[src/rtl/dwr_pkg.sv]
// Package with the request, response, command and state types of the deque.
`default_nettype none
package dwr_pkg;

  typedef enum logic [1:0] {
    FUNC_PUSH_HEAD = 2'd0,
    FUNC_PUSH_TAIL = 2'd1,
    FUNC_POP_HEAD  = 2'd2,
    FUNC_REVERSE   = 2'd3
  } func_t;

  typedef struct packed {
    logic [1:0]         func;
    logic signed [31:0] value_in;
  } req_t;

  typedef struct packed {
    logic               ok;
    logic signed [31:0] value_out;
    logic [4:0]         count;
  } rsp_t;

  typedef enum logic [1:0] {
    ST_IDLE,
    ST_EXEC,
    ST_RESP
  } state_t;

  // Commands from the controller to the datapath.
  typedef struct packed {
    logic start;
    logic capture;
  } cmd_t;

endpackage
`default_nettype wire

[src/rtl/dwr_ctrl.sv]
// Controller state machine that sequences one request at a time.
`default_nettype none
module dwr_ctrl (
  input  wire logic        clk,
  input  wire logic        rst,
  input  wire logic        req_valid,
  output logic             req_stall,
  output logic             rsp_valid,
  input  wire logic        rsp_stall,
  output dwr_pkg::cmd_t    cmd
);

  dwr_pkg::state_t state;
  dwr_pkg::state_t state_next;

  always_ff @(posedge clk) begin
    if (rst) begin
      state <= dwr_pkg::ST_IDLE;
    end else begin
      state <= state_next;
    end
  end

  always_comb begin
    state_next  = state;
    req_stall   = 1'b1;
    rsp_valid   = 1'b0;
    cmd.start   = 1'b0;
    cmd.capture = 1'b0;
    unique case (state)
      dwr_pkg::ST_IDLE: begin
        req_stall = 1'b0;
        if (req_valid) begin
          cmd.start  = 1'b1;
          state_next = dwr_pkg::ST_EXEC;
        end
      end
      dwr_pkg::ST_EXEC: begin
        // The store read issued at accept is available now.
        cmd.capture = 1'b1;
        state_next  = dwr_pkg::ST_RESP;
      end
      dwr_pkg::ST_RESP: begin
        rsp_valid = 1'b1;
        if (!rsp_stall) begin
          state_next = dwr_pkg::ST_IDLE;
        end
      end
      default: begin
        state_next = dwr_pkg::ST_IDLE;
      end
    endcase
  end

`ifndef SYNTH
  a_start_then_capture: assert property (@(posedge clk) disable iff (rst)
    cmd.start |=> cmd.capture)
    else $error("capture did not follow start");
  a_capture_then_resp: assert property (@(posedge clk) disable iff (rst)
    cmd.capture |=> rsp_valid)
    else $error("response did not follow capture");
  a_one_in_flight: assert property (@(posedge clk) disable iff (rst)
    (rsp_valid || cmd.capture) |-> req_stall)
    else $error("request taken while another is in flight");
`endif

endmodule
`default_nettype wire

[src/rtl/dwr_dp.sv]
// Datapath of the deque: ring store, pointers, count, direction flag and response register.
`default_nettype none
module dwr_dp #(
  parameter int DEPTH = 16
) (
  input  wire logic          clk,
  input  wire logic          rst,
  input  wire dwr_pkg::cmd_t cmd,
  input  wire dwr_pkg::req_t req,
  output dwr_pkg::rsp_t      rsp
);

  localparam int AW     = $clog2(DEPTH);
  localparam int CW     = $clog2(DEPTH + 1);
  localparam int CW_EXT = (CW > 5) ? CW : 5;
  localparam logic [CW:0]   DEPTH_W = (CW + 1)'(DEPTH);
  localparam logic [AW-1:0] LAST    = AW'(DEPTH - 1);

  logic signed [31:0] mem [DEPTH];
  logic signed [31:0] rd_data;

  logic [AW-1:0] front_index;
  logic [AW-1:0] front_index_next;
  logic [CW-1:0] entry_count;
  logic [CW-1:0] entry_count_next;
  logic          reversed;
  logic          reversed_next;
  logic          ok;
  logic          ok_next;
  logic          pop_ok;
  logic          pop_ok_next;

  logic [CW:0]       slot_sum;
  logic [AW-1:0]     back_slot;
  logic [AW-1:0]     front_prev;
  logic [AW-1:0]     front_succ;
  logic [AW-1:0]     back_prev;
  logic              full;
  logic              empty;
  logic              push_head;
  logic              push_tail;
  logic              pop_head;
  logic              flip;
  logic              at_front;
  logic              wr_en;
  logic [AW-1:0]     wr_addr;
  logic [AW-1:0]     rd_addr;
  logic [CW_EXT-1:0] count_ext;

  always_comb begin
    slot_sum = (CW + 1)'(front_index) + (CW + 1)'(entry_count);
    if (slot_sum >= DEPTH_W) begin
      slot_sum = slot_sum - DEPTH_W;
    end
    back_slot  = slot_sum[AW-1:0];
    front_prev = (front_index == '0) ? LAST : front_index - 1'b1;
    front_succ = (front_index == LAST) ? '0 : front_index + 1'b1;
    back_prev  = (back_slot == '0) ? LAST : back_slot - 1'b1;
    full       = ((CW + 1)'(entry_count) == DEPTH_W);
    empty      = (entry_count == '0);
    push_head  = (req.func == dwr_pkg::FUNC_PUSH_HEAD);
    push_tail  = (req.func == dwr_pkg::FUNC_PUSH_TAIL);
    pop_head   = (req.func == dwr_pkg::FUNC_POP_HEAD);
    flip       = (req.func == dwr_pkg::FUNC_REVERSE);
    // Logical head sits at the physical front unless the order is reversed.
    at_front   = (push_head && !reversed) || (push_tail && reversed);
  end

  always_comb begin
    front_index_next = front_index;
    entry_count_next = entry_count;
    reversed_next    = reversed;
    ok_next          = ok;
    pop_ok_next      = pop_ok;
    wr_en            = 1'b0;
    wr_addr          = at_front ? front_prev : back_slot;
    rd_addr          = reversed ? back_prev : front_index;
    if (cmd.start) begin
      ok_next     = 1'b0;
      pop_ok_next = 1'b0;
      if ((push_head || push_tail) && !full) begin
        wr_en            = 1'b1;
        entry_count_next = entry_count + 1'b1;
        ok_next          = 1'b1;
        if (at_front) begin
          front_index_next = front_prev;
        end
      end else if (pop_head && !empty) begin
        entry_count_next = entry_count - 1'b1;
        ok_next          = 1'b1;
        pop_ok_next      = 1'b1;
        if (!reversed) begin
          front_index_next = front_succ;
        end
      end else if (flip && !empty) begin
        reversed_next = !reversed;
        ok_next       = 1'b1;
      end
    end
  end

  always_ff @(posedge clk) begin
    if (rst) begin
      front_index <= '0;
      entry_count <= '0;
      reversed    <= 1'b0;
      ok          <= 1'b0;
      pop_ok      <= 1'b0;
    end else begin
      front_index <= front_index_next;
      entry_count <= entry_count_next;
      reversed    <= reversed_next;
      ok          <= ok_next;
      pop_ok      <= pop_ok_next;
    end
  end

  always_ff @(posedge clk) begin
    if (wr_en) begin
      mem[wr_addr] <= req.value_in;
    end
    if (cmd.start) begin
      rd_data <= mem[rd_addr];
    end
  end

  assign count_ext = CW_EXT'(entry_count);

  always_ff @(posedge clk) begin
    if (cmd.capture) begin
      rsp.ok        <= ok;
      rsp.value_out <= pop_ok ? rd_data : '0;
      rsp.count     <= count_ext[4:0];
    end
  end

`ifndef SYNTH
  a_count_bound: assert property (@(posedge clk) disable iff (rst)
    (CW + 1)'(entry_count) <= DEPTH_W)
    else $error("entry count above depth");
  a_front_bound: assert property (@(posedge clk) disable iff (rst)
    (AW + 1)'(front_index) < (AW + 1)'(DEPTH))
    else $error("front index outside the ring");
  a_empty_pop: assert property (@(posedge clk) disable iff (rst)
    (cmd.start && pop_head && empty) |=>
      ($stable(entry_count) && $stable(front_index) && !ok && !pop_ok))
    else $error("remove from empty store changed state");
  a_full_push: assert property (@(posedge clk) disable iff (rst)
    (cmd.start && (push_head || push_tail) && full) |=>
      ($stable(entry_count) && $stable(front_index) && !ok))
    else $error("insert into full store changed state");
`endif

endmodule
`default_nettype wire

[src/rtl/deque_with_reverse.sv]
// After a request is accepted, the store read is registered and then the response register is loaded;
// the response is then offered until it is taken.
// Only one request is in flight; the request side stalls until the response is taken.
// Reset clears the front pointer, the count and the direction flag; the store is not cleared.
// The store is a DEPTH-word memory with one write and one registered read port.
`default_nettype none
module deque_with_reverse #(
  parameter int DEPTH = 16
) (
  input  wire logic          clk,
  input  wire logic          rst,
  input  wire logic          req_valid,
  output logic               req_stall,
  input  wire dwr_pkg::req_t req,
  output logic               rsp_valid,
  input  wire logic          rsp_stall,
  output dwr_pkg::rsp_t      rsp
);

  dwr_pkg::cmd_t cmd;

  dwr_ctrl u_ctrl (
    .clk       (clk),
    .rst       (rst),
    .req_valid (req_valid),
    .req_stall (req_stall),
    .rsp_valid (rsp_valid),
    .rsp_stall (rsp_stall),
    .cmd       (cmd)
  );

  dwr_dp #(
    .DEPTH (DEPTH)
  ) u_dp (
    .clk (clk),
    .rst (rst),
    .cmd (cmd),
    .req (req),
    .rsp (rsp)
  );

endmodule
`default_nettype wire

[config.mk]
export PLATFORM = sky130hd
export DESIGN_NAME = deque_with_reverse
export DESIGN_NICKNAME = d
export VERILOG_FILES = /design/src/rtl/dwr_pkg.sv /design/src/rtl/dwr_ctrl.sv /design/src/rtl/dwr_dp.sv /design/src/rtl/deque_with_reverse.sv
export SDC_FILE = /design/constraint.sdc
export NUM_CORES = 1
export LEC_CHECK = 0
export ABC_AREA = 1
export BUFFER_PORTS_ARGS = -buffer_cell sky130_fd_sc_hd__buf_2
export CAP_MARGIN = 20
export CORE_ASPECT_RATIO = 0.6
export CORE_UTILIZATION = 34
export CTS_CLUSTER_DIAMETER = 150
export DETAILED_ROUTE_END_ITERATION = 12
export REMOVE_ABC_BUFFERS = 1
export SETUP_SLACK_MARGIN = 0.2
export SYNTH_ARGS = -nofsm -noshare
export SYNTH_HDL_FRONTEND = slang
export SYNTH_HIERARCHICAL = 1
export SYNTH_SLANG_ARGS = --single-unit
export TNS_END_PERCENT = 30
[constraint.sdc]
create_clock -name clk -period 10.4 [get_ports clk]
set_input_delay 0.52 -clock clk [delete_from_list [all_inputs] [get_ports clk]]
set_output_delay 0.52 -clock clk [all_outputs]
set_load 0.02 [all_outputs]
==> metrics <==
status=finished with violations; failing checks=design-rule violations; Gate power share=0.118; most frequent cells in the layout=nand2_1 (731), edfxtp_1 (582), inv_1 (378); Peak VDD IR=0.170 mV; CTS buffer count=54; Slew @ Worst Pin=1.07 ns; minimum clock period=4.78 ns; CP Capture Type=register; H-tree depth=2; Antenna Nets Post-Route=0; busiest metal layer after global routing=met2; Worst-Skew Late Latency=0.63 ns; first-pass GRT wire length=97.5 mm; footprint of the multi-input gates=5880 sq um; initial antenna violation count=1; initial core utilization=0.345; DRT Wirelength=64.0 mm; Critical Path RT=10.90 ns; met3 usage in global routing=0.0277; worst path cell trace=ha_1, fa_1, inv_1, ha_1, o21ai_4, buf_4, inv_4, buf_4, o21ai_0, o21ai_0, nand2_1, nand2_1, nand2_1, nand2_1; Distinct cells, synth=31; sequential area share after synthesis=0.696; CP max FO=82; number of setup violations in the final report=0; Setup TNS=0 ns; Sw Ratio=0.257; HP Class=primary input to register; CP top delay family=buffers and inverters; CTS tree=yes; Cell Area, Synth=25500 sq um; clk sinks=596; Global Route met2 Usage=0.263; post-layout net count=2492; # diodes=0; Synth Instances=2395; Max stage delay cell, worst path=buf_4; vias in the first global route=16000; Post-CTS Hold Buffers=0; Placer Congestion=0.786; Layout fillers=7150; # DRC=8; Ys Warns=6; Area Growth Syn to Fin=12.7%; largest net degree at the start of global routing=227; power per cell area=189 nW/um^2; fin. max-slew vios=0; wire per inst=18.4 microns; DR vias=16700; met1 Usage GRT=0.245; Clk pin slew, worst setup/hold paths=0.06 ns; Pleak=0.0119 uW; Buf/Inv on CP=4; Worst Path Arrival=5.28 ns; number of top-level pins=78; P_int=4040 uW; register area=17800 sq um; sw power=1400 uW; root buf cell=clkbuf_16; GRT Residual Overflow=0; Final Hold Viols=0; Slew Limit Headroom=0.286; RSZ-0062 raised after global routing=no; Clock Power Share=0.379; flops & latches, synth=596; Port Buffers=77; share of cells above drive strength 1=0.0885; DIE HEIGHT=214 microns; First DRT Iteration DRCs=1563; Mean Syn Cell Area=10.7 sq um; Die ar.=76200 sq um; Seq pwr share=0.504; Tot Pwr=5440 uW; most used cell, CP=nand2_1; Die Width=356 microns; Total GRT Usage=0.167; Finished Core Util=0.389; Final Cycle Share=0.460; core area=74000 sq um; CTS Buffer Depth=3; Max Cap Violations=0; max incr delay on CP=0.94 ns; FMAX=209 MHz; vias per inst=4.81; Worst Setup Start Kind=register; post_cts resized=0; Fin Clk Skew=0.0289 ns; Post-CTS Setup Bufs=0; WS Path Type=register to register; HPWL after DPL=32.6 mm; commonest non-fill, non-tap cell in the layout=nand2_1; row count=77; Detailed Routing Iterations Pass 1=9
[worst paths after layout]
kind	startpoint	endpoint	slack, ns	depth (start not counted)
hold reg to reg	u_dp/ok	u_dp/rsp[37]	0.44	0
setup / recovery	u_dp/front_index[0]	u_dp/rd_data[30]	5.62	14
hold / removal	rsp_stall	u_ctrl/state[1]	0.18	3
setup reg to reg	u_dp/front_index[0]	u_dp/rd_data[30]	5.62	14
[logic make-up after synthesis]
group                    Yosys count  synth area share
AO/OA/AOI/OAI                    195            0.0452
XOR/XNOR                           5           0.00172
adder cells (fa/ha/maj)           12           0.00647
buffers and inverters            503            0.0796
flip-flops                       596             0.696
AND/OR/NAND/NOR                 1084             0.171
[area by class of cell]
class,instances,share of cell area
Multi-Input combinational cell,1296,0.205
Clock inverter,35,0.0129
Tap cell,987,0.0429
Sequential cell,596,0.618
Timing Repair Buffer,108,0.0224
Inverter,386,0.0506
Clock buffer,65,0.0492
[cells in the mapped netlist, drive strengths merged]
master  instances  area share
a31oi           1     0.00025
o211ai         63       0.019
inv           384       0.057
ha             10      0.0049
xnor2           1     0.00034
dfxtp          14       0.011
edfxtp        582        0.68
o21ai         117       0.024
xor2            4      0.0014
clkbuf         22      0.0032
nand2         738        0.11
nor3            1     0.00039
nand4           4     0.00098
nor2          127       0.019
buf            95       0.019
a21oi          14      0.0029
or2             2     0.00049
fa              2      0.0016
clkinv          2     0.00029
nand3         212       0.042
[power by group through the flow]
stage / logic [uW] / clock network (uW) / registers, uW
2_1_floorplan: 435 / 0 / 2790
4_1_cts: 640 / 2110 / 2740
3_3_place_gp: 621 / 0 / 2790
5_1_grt: 720 / 2200 / 2740
6_report: 640 / 2060 / 2740
3_5_place_dp: 637 / 0 / 2790
[worst min-delay path: cells and delay by family]
family | cells | cell delay [ns]
buf+inv | 1 | 0.11
compound gates | 1 | 0.04
simple gates | 1 | 0.07
[sequential cells by signal, summed over array words and instances (netlist names)]
signal	cells
u_dp/rd_data	32
u_dp/rsp	38
u_dp/pop_ok	1
u_dp/front_index	4
u_ctrl/state	2
u_dp/ok	1
u_dp/count_ext	5
u_dp/mem	512
u_dp/reversed	1
[routing by layer]
layer | vias to the layer above | part of all wire
met5 | - | 0.00019
met4 | 2 | 0.013
met3 | 79 | 0.064
met2 | 525 | 0.45
met1 | 8157 | 0.47
li1 | 7942 | -
[through the flow]
step                setup WS [ns]  instance area, sq um  cells  hold slack [ns]
floorplan                    3.31                 24900   2278            0.409
global placement             5.75                 27000   3372            0.428
detailed placement           5.73                 27000   3372            0.428
CTS                          5.68                 28700   3472            0.140
global route                 5.38                 28800   3473            0.158
finish                       5.62                 28800   3473            0.182
Note: power is estimated with default switching activity, not from simulation.
